### config.mk
export PLATFORM = sky130hd
export DESIGN_NAME = audio_input_control_point
export DESIGN_NICKNAME = d
export VERILOG_FILES = /design/src/hw/rtl/aicp_pkg.sv /design/src/hw/rtl/aicp_ctrl.sv /design/src/hw/rtl/aicp_dp.sv /design/src/hw/rtl/audio_input_control_point.sv
export SDC_FILE = /design/constraint.sdc
export NUM_CORES = 1
export LEC_CHECK = 0
export ABC_CLOCK_PERIOD_IN_PS = 10740
export BUFFER_PORTS_ARGS = -buffer_cell sky130_fd_sc_hd__buf_2
export CAP_MARGIN = 40
export CORE_MARGIN = 5
export CORE_UTILIZATION = 61
export DETAILED_ROUTE_END_ITERATION = 6
export PLACE_DENSITY = 0.95
export RECOVER_POWER = 50
export SKIP_CTS_REPAIR_TIMING = 1
export SLEW_MARGIN = 20
export SYNTH_ARGS = -nofsm -noshare
export SYNTH_HDL_FRONTEND = slang
export SYNTH_SLANG_ARGS = --single-unit
### constraint.sdc
create_clock -name i_clk -period 10.74 [get_ports i_clk]
set_input_delay 3.222 -clock i_clk [delete_from_list [all_inputs] [get_ports i_clk]]
set_output_delay 3.222 -clock i_clk [all_outputs]
set_load 0.1 [all_outputs]
### src/hw/rtl/aicp_pkg.sv
// ----------------------------------------------------------------------------
// aicp_pkg
// Types and constants for the audio input control point.
// ----------------------------------------------------------------------------
`timescale 1ns / 1ps

package aicp_pkg;

    localparam int INSTANCES   = 4;
    localparam int INST_IDX_W  = (INSTANCES > 1) ? $clog2(INSTANCES) : 1;

    // stream widths
    localparam int S_TDATA_W   = 40;
    localparam int S_TUSER_W   = 1;
    localparam int M_TDATA_W   = 32;

    // configuration port
    localparam int APB_ADDR_W  = 3;
    localparam int APB_DATA_W  = 32;
    localparam logic REG_GAIN_MIN = 1'b0;
    localparam logic REG_GAIN_MAX = 1'b1;

    localparam logic signed [7:0] GAIN_MIN_RST = -8'sd128;
    localparam logic signed [7:0] GAIN_MAX_RST = 8'sd127;

    // item kinds
    localparam logic KIND_CLIENT = 1'b0;
    localparam logic KIND_LOCAL  = 1'b1;

    // control-point opcodes
    localparam logic [7:0] OP_GAIN   = 8'd1;
    localparam logic [7:0] OP_UNMUTE = 8'd2;
    localparam logic [7:0] OP_MUTE   = 8'd3;
    localparam logic [7:0] OP_MANUAL = 8'd4;
    localparam logic [7:0] OP_AUTO   = 8'd5;

    // value lengths
    localparam logic [7:0] LEN_SHORT = 8'd2;
    localparam logic [7:0] LEN_GAIN  = 8'd3;
    localparam logic [7:0] LEN_LOCAL = 8'd4;

    // mute states
    localparam logic [1:0] MUTE_OFF      = 2'd0;
    localparam logic [1:0] MUTE_ON       = 2'd1;
    localparam logic [1:0] MUTE_DISABLED = 2'd2;

    // gain modes
    localparam logic [1:0] MODE_MANUAL_ONLY = 2'd0;
    localparam logic [1:0] MODE_AUTO_ONLY   = 2'd1;
    localparam logic [1:0] MODE_MANUAL      = 2'd2;
    localparam logic [1:0] MODE_AUTO        = 2'd3;

    // result status codes
    localparam logic [2:0] ST_OK        = 3'd0;
    localparam logic [2:0] ST_OPCODE    = 3'd1;
    localparam logic [2:0] ST_SIZE      = 3'd2;
    localparam logic [2:0] ST_COUNTER   = 3'd3;
    localparam logic [2:0] ST_RANGE     = 3'd4;
    localparam logic [2:0] ST_MUTE_DIS  = 3'd5;
    localparam logic [2:0] ST_MODE_DENY = 3'd6;
    localparam logic [2:0] ST_HOST_REJ  = 3'd7;

    // controller to datapath commands
    typedef struct packed {
        logic capture;  // latch the input beat
        logic load;     // update the entry and load the output register
    } t_dp_cmd;

endpackage

### src/hw/rtl/aicp_ctrl.sv
// ----------------------------------------------------------------------------
// aicp_ctrl
// Sequencer: capture a beat, execute it, hand the result to the output slot.
// ----------------------------------------------------------------------------
`timescale 1ns / 1ps

module aicp_ctrl
    import aicp_pkg::*;
(
    input  logic    i_clk,
    input  logic    i_rst_n,
    input  logic    i_s_tvalid,
    output logic    o_s_tready,
    output logic    o_m_tvalid,
    input  logic    i_m_tready,
    output t_dp_cmd o_cmd
);

    localparam logic S_IDLE = 1'b0;
    localparam logic S_EXEC = 1'b1;

    logic r_state, n_state;
    logic r_out_valid, n_out_valid;
    logic slot_free;

    assign slot_free  = !r_out_valid || i_m_tready;
    assign o_s_tready = (r_state == S_IDLE);
    assign o_m_tvalid = r_out_valid;

    assign o_cmd.capture = i_s_tvalid && (r_state == S_IDLE);
    assign o_cmd.load    = (r_state == S_EXEC) && slot_free;

    always_comb begin
        n_state = r_state;
        unique case (r_state)
            S_IDLE: if (o_cmd.capture) n_state = S_EXEC;
            S_EXEC: if (slot_free) n_state = S_IDLE;
            default: n_state = S_IDLE;
        endcase
    end

    always_comb begin
        priority if (o_cmd.load) begin
            n_out_valid = 1'b1;
        end else if (i_m_tready) begin
            n_out_valid = 1'b0;
        end else begin
            n_out_valid = r_out_valid;
        end
    end

    always_ff @(posedge i_clk) begin
        if (!i_rst_n) begin
            r_state     <= S_IDLE;
            r_out_valid <= 1'b0;
        end else begin
            r_state     <= n_state;
            r_out_valid <= n_out_valid;
        end
    end

endmodule

### src/hw/rtl/aicp_dp.sv
// ----------------------------------------------------------------------------
// aicp_dp
// Datapath: gain limit registers, per-instance state, rule check, result reg.
// ----------------------------------------------------------------------------
`timescale 1ns / 1ps

module aicp_dp
    import aicp_pkg::*;
(
    input  logic                  i_clk,
    input  logic                  i_rst_n,
    input  t_dp_cmd               i_cmd,
    input  logic [S_TDATA_W-1:0]  i_s_tdata,
    input  logic [S_TUSER_W-1:0]  i_s_tuser,
    output logic [M_TDATA_W-1:0]  o_m_tdata,
    input  logic                  i_psel,
    input  logic                  i_penable,
    input  logic                  i_pwrite,
    input  logic [APB_ADDR_W-1:0] i_paddr,
    input  logic [APB_DATA_W-1:0] i_pwdata,
    output logic [APB_DATA_W-1:0] o_prdata
);

    // configuration
    logic signed [7:0] r_gain_min, r_gain_max;
    logic              cfg_wr;

    // per-instance state
    logic signed [7:0] r_gain    [INSTANCES];
    logic [1:0]        r_mute    [INSTANCES];
    logic [1:0]        r_mode    [INSTANCES];
    logic [7:0]        r_counter [INSTANCES];

    // captured beat
    logic              r_kind;
    logic [1:0]        r_inst;
    logic [7:0]        r_op, r_len, r_cnt_in;
    logic signed [7:0] r_gain_in;
    logic [1:0]        r_mute_in, r_mode_in;
    logic              r_force, r_host_ok;

    // result register
    logic [2:0]        r_st;
    logic              r_fwd, r_ntf;
    logic [7:0]        r_g_out, r_c_out;
    logic [1:0]        r_mu_out, r_mo_out;

    // execute stage
    logic [INST_IDX_W-1:0] k;
    logic                  present;
    logic signed [7:0]     cur_g;
    logic [1:0]            cur_mu, cur_mo;
    logic [7:0]            cur_c;
    logic [2:0]            rule_st, st;
    logic                  ask, skip, fwd, ntf, we;
    logic signed [7:0]     n_gain;
    logic [1:0]            n_mute, n_mode;
    logic [7:0]            n_counter;

    assign cfg_wr = i_psel && i_penable && i_pwrite;

    // byte offsets inside a word are ignored
    always_comb begin
        unique case (i_paddr[2])
            REG_GAIN_MIN: o_prdata = APB_DATA_W'(r_gain_min);
            REG_GAIN_MAX: o_prdata = APB_DATA_W'(r_gain_max);
            default:      o_prdata = '0;
        endcase
    end

    always_ff @(posedge i_clk) begin
        if (!i_rst_n) begin
            r_gain_min <= GAIN_MIN_RST;
            r_gain_max <= GAIN_MAX_RST;
        end else if (cfg_wr) begin
            if (i_paddr[2] == REG_GAIN_MIN) r_gain_min <= i_pwdata[7:0];
            if (i_paddr[2] == REG_GAIN_MAX) r_gain_max <= i_pwdata[7:0];
        end
    end

    always_ff @(posedge i_clk) begin
        if (i_cmd.capture) begin
            r_kind    <= i_s_tuser[0];
            r_inst    <= i_s_tdata[1:0];
            r_op      <= i_s_tdata[9:2];
            r_len     <= i_s_tdata[17:10];
            r_cnt_in  <= i_s_tdata[25:18];
            r_gain_in <= i_s_tdata[33:26];
            r_mute_in <= i_s_tdata[35:34];
            r_mode_in <= i_s_tdata[37:36];
            r_force   <= i_s_tdata[38];
            r_host_ok <= i_s_tdata[39];
        end
    end

    assign k       = INST_IDX_W'(r_inst);
    assign present = (32'(r_inst) < INSTANCES);
    assign cur_g   = r_gain[k];
    assign cur_mu  = r_mute[k];
    assign cur_mo  = r_mode[k];
    assign cur_c   = r_counter[k];

    always_comb begin
        st        = ST_OK;
        rule_st   = ST_OK;
        ask       = 1'b0;
        skip      = 1'b0;
        fwd       = 1'b0;
        ntf       = 1'b0;
        we        = 1'b0;
        n_gain    = cur_g;
        n_mute    = cur_mu;
        n_mode    = cur_mo;
        n_counter = cur_c;

        if (r_kind == KIND_CLIENT) begin
            priority if (r_op == 8'd0 || r_op > OP_AUTO) begin
                st = ST_OPCODE;
            end else if (r_len < LEN_SHORT) begin
                st = ST_SIZE;
            end else if (r_cnt_in != cur_c) begin
                st = ST_COUNTER;
            end else if ((r_op == OP_GAIN && r_len != LEN_GAIN) ||
                         (r_op != OP_GAIN && r_len != LEN_SHORT)) begin
                st = ST_SIZE;
            end else begin
                unique case (r_op)
                    OP_GAIN: begin
                        if (r_gain_in > r_gain_max || r_gain_in < r_gain_min) begin
                            rule_st = ST_RANGE;
                        end else if (cur_mo == MODE_AUTO_ONLY || cur_mo == MODE_AUTO) begin
                            skip = 1'b1;  // automatic mode: ok, nothing stored
                        end else begin
                            ask = (r_gain_in != cur_g);
                        end
                        n_gain = r_gain_in;
                    end
                    OP_UNMUTE: begin
                        if (cur_mu == MUTE_DISABLED) rule_st = ST_MUTE_DIS;
                        ask    = (cur_mu == MUTE_ON);
                        n_mute = MUTE_OFF;
                    end
                    OP_MUTE: begin
                        if (cur_mu == MUTE_DISABLED) rule_st = ST_MUTE_DIS;
                        ask    = (cur_mu == MUTE_OFF);
                        n_mute = MUTE_ON;
                    end
                    OP_MANUAL: begin
                        if (cur_mo == MODE_MANUAL_ONLY || cur_mo == MODE_AUTO_ONLY)
                            rule_st = ST_MODE_DENY;
                        ask    = (cur_mo == MODE_AUTO);
                        n_mode = MODE_MANUAL;
                    end
                    default: begin
                        if (cur_mo == MODE_MANUAL_ONLY || cur_mo == MODE_AUTO_ONLY)
                            rule_st = ST_MODE_DENY;
                        ask    = (cur_mo == MODE_MANUAL);
                        n_mode = MODE_AUTO;
                    end
                endcase

                priority if (rule_st != ST_OK) begin
                    st = rule_st;
                end else if (skip) begin
                    st = ST_OK;
                end else if (ask && !r_host_ok) begin
                    st  = ST_HOST_REJ;
                    fwd = 1'b1;
                end else begin
                    fwd       = ask;
                    we        = 1'b1;
                    ntf       = 1'b1;
                    n_counter = cur_c + 8'd1;
                end
            end
        end else begin
            n_gain = r_gain_in;
            n_mute = r_mute_in;
            n_mode = r_mode_in;
            priority if (r_len != LEN_LOCAL) begin
                st = ST_SIZE;
            end else if (r_force) begin
                we        = 1'b1;
                ntf       = 1'b1;
                n_counter = r_cnt_in;
            end else if (cur_g != r_gain_in || cur_mu != r_mute_in ||
                         cur_mo != r_mode_in) begin
                we        = 1'b1;
                ntf       = 1'b1;
                n_counter = cur_c + 8'd1;
            end else begin
                we        = 1'b0;  // entry already matches
            end
        end

        // entry seen after the step
        if (!we) begin
            n_gain    = cur_g;
            n_mute    = cur_mu;
            n_mode    = cur_mo;
            n_counter = cur_c;
        end

        if (!present) begin
            st        = ST_OK;
            fwd       = 1'b0;
            ntf       = 1'b0;
            we        = 1'b0;
            n_gain    = '0;
            n_mute    = '0;
            n_mode    = '0;
            n_counter = '0;
        end
    end

    always_ff @(posedge i_clk) begin
        if (!i_rst_n) begin
            for (int i = 0; i < INSTANCES; i++) begin
                r_gain[i]    <= '0;
                r_mute[i]    <= MUTE_OFF;
                r_mode[i]    <= MODE_MANUAL_ONLY;
                r_counter[i] <= '0;
            end
        end else if (i_cmd.load && we) begin
            r_gain[k]    <= n_gain;
            r_mute[k]    <= n_mute;
            r_mode[k]    <= n_mode;
            r_counter[k] <= n_counter;
        end
    end

    always_ff @(posedge i_clk) begin
        if (i_cmd.load) begin
            r_st     <= st;
            r_fwd    <= fwd;
            r_ntf    <= ntf;
            r_g_out  <= n_gain;
            r_mu_out <= n_mute;
            r_mo_out <= n_mode;
            r_c_out  <= n_counter;
        end
    end

    assign o_m_tdata = {7'd0, r_c_out, r_mo_out, r_mu_out, r_g_out, r_ntf, r_fwd, r_st};

endmodule

### src/hw/rtl/audio_input_control_point.sv
// ----------------------------------------------------------------------------
// audio_input_control_point
// Gain, mute and gain-mode control point for four audio input instances.
// ----------------------------------------------------------------------------
// Each input beat is either a client control-point write or a local update
// from the host, addressed to one instance; it yields exactly one result beat
// with the status, forwarded and notify flags and the instance state after
// the step. The beat is captured first; then the addressed entry is read,
// checked and written back while the output register is loaded. The output
// register lets the next beat be taken while a result waits; a result still
// stalled when the next item executes holds that item in its execute state
// until the slot frees. The gain limits sit at byte address 0 (minimum) and
// 4 (maximum) and are shared by all instances.
`timescale 1ns / 1ps

module audio_input_control_point
    import aicp_pkg::*;
(
    input  logic                  i_clk,
    input  logic                  i_rst_n,
    // slave stream
    input  logic                  i_s_tvalid,
    output logic                  o_s_tready,
    // instance_req[1:0], opcode[9:2], write_length[17:10], counter_in[25:18],
    // gain_in[33:26], mute_in[35:34], mode_in[37:36], force_counter[38],
    // host_accepts[39]
    input  logic [S_TDATA_W-1:0]  i_s_tdata,
    // kind[0]
    input  logic [S_TUSER_W-1:0]  i_s_tuser,
    // master stream
    output logic                  o_m_tvalid,
    input  logic                  i_m_tready,
    // status[2:0], forwarded[3], notify[4], gain_out[12:5], mute_out[14:13],
    // mode_out[16:15], counter_out[24:17], zero fill[31:25]
    output logic [M_TDATA_W-1:0]  o_m_tdata,
    // configuration
    input  logic                  psel,
    input  logic                  penable,
    input  logic                  pwrite,
    input  logic [APB_ADDR_W-1:0] paddr,
    input  logic [APB_DATA_W-1:0] pwdata,
    output logic [APB_DATA_W-1:0] prdata,
    output logic                  pready
);

    t_dp_cmd cmd;

    assign pready = 1'b1;

    aicp_ctrl u_ctrl (
        .i_clk      (i_clk),
        .i_rst_n    (i_rst_n),
        .i_s_tvalid (i_s_tvalid),
        .o_s_tready (o_s_tready),
        .o_m_tvalid (o_m_tvalid),
        .i_m_tready (i_m_tready),
        .o_cmd      (cmd)
    );

    aicp_dp u_dp (
        .i_clk     (i_clk),
        .i_rst_n   (i_rst_n),
        .i_cmd     (cmd),
        .i_s_tdata (i_s_tdata),
        .i_s_tuser (i_s_tuser),
        .o_m_tdata (o_m_tdata),
        .i_psel    (psel),
        .i_penable (penable),
        .i_pwrite  (pwrite),
        .i_paddr   (paddr),
        .i_pwdata  (pwdata),
        .o_prdata  (prdata)
    );

endmodule

==> results.py <==
metrics = {
    "status": {
        "status": "finished, violations left",
        "violations": "max-capacitance violations, max-slew violations",
    },
    "yosys": {
        "async_reset_ff_share_pct": 0,
        "ys_ff_latch": 166,
        "synth_edf_count": 146,
        "synth_most_common_cell": "edfxtp_1",
        "synth_area_mm2": 0.00838,
        "synth_top_area_share_pct": 52.3,
        "yosysWarnings": 0,
        "yosysUniqueCellTypes": 71,
        "yosysTopAreaCell": "edfxtp_1",
        "synthTopCellsByCount": "edfxtp_1 (146), nor2_1 (93), nand2_1 (52), inv_1 (40), buf_4 (35)",
        "syn_area_per_cell_um2": 11.9,
        "seq_area_frac_synth_pct": 57.1,
        "synth_area_leaders": "edfxtp_1 (52%), mux4_2 (5.4%), dfxtp_1 (4.8%), nor2_1 (4.2%), buf_4 (3.1%)",
        "synth_cells": 707,
        "synthFlopType": "edfxtp_1",
    },
    "critical_path": {
        "worstPathMaxFanout": 20,
        "critPathCaptureType": "output pin",
        "r2r_cells": 11,
        "reg2reg_slack_ns": 4.25,
        "start_kind": "primary input",
        "arrival_ns": 4.68,
        "path_class": "primary input to output pin",
        "r2r-end": "u_dp.r_mode[0][0]",
        "crit_required_ns": 7.52,
        "cp-startpoint": "paddr[2]",
    },
    "timing": {
        "setup_tns_ns": 0,
        "setup_viol": 0,
        "fin_crit_ns": 7.90,
        "drv_slew": 108,
        "maxSlewHeadroom_pct": -63.0,
        "hold_viol": 0,
        "worst_pin_slew_ns": 2.44,
        "timing.final.crit_share_pct": 73.6,
        "grt_setup_unrepaired": "false",
        "finClkSkew_ns": 0.0137,
        "fmax_mhz": 127,
    },
    "power": {
        "power.leakage_nw": 3.50,
        "netSwitchingFraction_pct": 30.8,
        "ir_worst_vdd_mv": 0.111,
        "p_int_w": 0.00115,
        "p_sw_w": 0.000511,
        "pwr-share-seq_pct": 45.7,
        "pwr-share-comb_pct": 18.7,
        "power_per_cell_area_mw_per_mm2": 175,
        "p_clk_share_pct": 35.5,
    },
    "cts": {
        "cts_buffer_depth": 2,
        "insertion_delay_ns": 0.44,
        "cts_tree": "built",
        "htree_levels": 4,
        "root_buffer": "clkbuf_16",
        "cts_sinks": 166,
        "clk_pin_slew_ns": 0.06,
        "cts_buffers": 17,
    },
    "global_routing": {
        "grt_pass1_wl_mm": 33.2,
        "gr-total-overflow": 0,
        "grt_pass1_vias": 6298,
        "antenna_found_initial": 0,
        "grt_usage_pct": 26.8,
        "grt_max_degree": 44,
    },
    "die": {
        "pin_count": 150,
        "dieHeight_um": 127,
        "die_x_um": 127,
        "core_area_mm2": 0.0133,
        "initial_core_util_pct": 62.8,
        "rows": 42,
        "die_area_mm2": 0.0162,
    },
    "layout": {
        "drive_above_1_share_pct": 19.2,
        "utilization_pct": 70.9,
        "area_growth_syn_to_layout_pct": 12.9,
        "final_nets": 897,
        "antenna_cells": 0,
        "nFillCells": 867,
    },
    "placed_design": {
        "dp_hpwl_mm": 13.8,
        "portBuffers": 115,
        "gp_congestion": 0.866,
    },
    "route": {
        "drt_iter0_markers": 819,
        "wl_mm": 21.4,
        "routedWlPerCell_um": 21.7,
        "vias_per_cell": 6.46,
        "drt_pass1_iterations": 6,
        "num_vias": 6372,
        "route.detailed.drc": 0,
        "ant_nets": 0,
    },
    "run": {
        "drv_cap": 4,
    },
    "hold_path": {
        "hold_depth": 2,
        "hold_start": "u_dp.r_gain_min[1]",
        "hold_end": "u_dp.r_gain_min[1]",
        "min_path_type": "register to register",
    },
}
==> power groups by stage <==
stage / logic, W / registers [W] / clock network, W
after global routing: 0.000325 / 0.000761 / 0.000623
after detailed placement: 0.000307 / 0.000769 / 0
final: 0.000311 / 0.000759 / 0.000589
after CTS: 0.000312 / 0.000757 / 0.000593
after global placement: 0.000295 / 0.000769 / 0
after floorplan: 0.000212 / 0.000810 / 0
==> kinds of logic (layout without fill, tap and decap cells) <==
| group | Yosys count | count (layout) | share of synthesized area, % |
|---|---|---|---|
| AO/OA/AOI/OAI | 115 | 115 | 9.83 |
| XOR/XNOR | 25 | 25 | 2.70 |
| adder cells (fa/ha/maj) | 16 | 16 | 2.39 |
| buffers and inverters | 109 | 207 | 6.73 |
| flip-flops | 166 | 166 | 57.1 |
| multiplexers | 40 | 40 | 7.84 |
| other | 2 | 8 | 0.0896 |
| AND/OR/NAND/NOR | 234 | 234 | 13.3 |
==> critical path: stages <==
cell      delay [ns]
clkbuf_1        0.47
nand2_1         0.11
o21ai_1         0.19
buf_4           0.24
buf_2           0.44
==> state kept, by name (all words and copies together), names as in the netlist, 2 cells and up, named ones only <==
name	count
u_dp.r_g_out	8
u_dp.r_len	8
u_dp.r_cnt_in	8
u_dp.r_st	3
u_dp.r_gain_min	8
u_dp.r_gain	32
u_dp.k	2
u_dp.r_c_out	8
u_dp.r_gain_max	8
u_dp.r_mode	8
u_dp.r_counter	32
u_dp.r_gain_in	8
u_dp.r_op	8
u_dp.r_mu_out	2
u_dp.r_mo_out	2
u_dp.r_mute	8
u_dp.r_mode_in	2
u_dp.r_mute_in	2
==> metal layers <==
metal | GRT usage, % | routed length (um) | part of all wire [%] | vias to the layer above
li1 | - | - | - | 2749
met1 | 31.9 | 7620 | 36 | 2975
met2 | 44.3 | 10200 | 48 | 534
met3 | 7.39 | 2420 | 11 | 114
met4 | 15.1 | 1090 | 5.1 | 0
met5 | 0 | 0 | 0 | -
==> through the flow <==
stage / hold slack [ns] / cell area [um2] / power [W] / std cells / worst slack, ns
floorplan: 0.443 / 8400 / 0.00102 / 713 / 1.22
global placement: 0.451 / 8840 / 0.00106 / 943 / 2.76
detailed placement: 0.461 / 8990 / 0.00108 / 953 / 3.09
CTS: 0.469 / 9560 / 0.00166 / 985 / 3.09
global route: 0.507 / 9460 / 0.00171 / 987 / 2.66
finish: 0.471 / 9460 / 0.00166 / 987 / 2.84
==> placed cells by master (no fill, tap or decap), types with 3 or more instances in the layout <==
cell type,n
a211oi_1,4
a21boi_0,9
a21oi_1,22
a22oi_1,5
a31oi_1,11
and2_1,5
and3_1,3
and4_1,3
buf_2,85
buf_8,6
clkbuf_1,37
clkbuf_16,17
clkinv_1,5
clkinv_2,3
clkinvlp_4,4
conb_1,8
dfxtp_1,20
edfxtp_1,146
ha_1,16
inv_1,40
mux2_2,5
mux2i_1,15
mux4_2,20
nand2_1,52
nand2b_1,8
nand3_1,11
nand4_1,13
nor2_1,93
nor2b_1,6
nor3_1,10
nor3b_1,4
nor4_1,9
o211ai_1,12
o21ai_0,15
o31a_1,3
o31ai_1,6
or4_1,4
xnor2_1,24
==> worst max-delay path by stage <==
stage,end,slack (ns)
2_1_floorplan,prdata[10],1.22
3_3_place_gp,prdata[8],2.76
3_5_place_dp,prdata[30],3.09
4_1_cts,prdata[30],3.09
5_1_grt,prdata[19],2.66
6_report,prdata[30],2.84
==> final cells by class <==
cell class	count	area, um2	share of cell area, %
well taps	176	220	2.33
repair buffers	133	713	7.54
multi-input cells	438	3020	32.0
clock buffers	17	425	4.50
inverters	42	158	1.67
clock inverters	15	138	1.45
flip-flops and latches	166	4780	50.6
No activity file was read; power rests on OpenSTA's default activity.
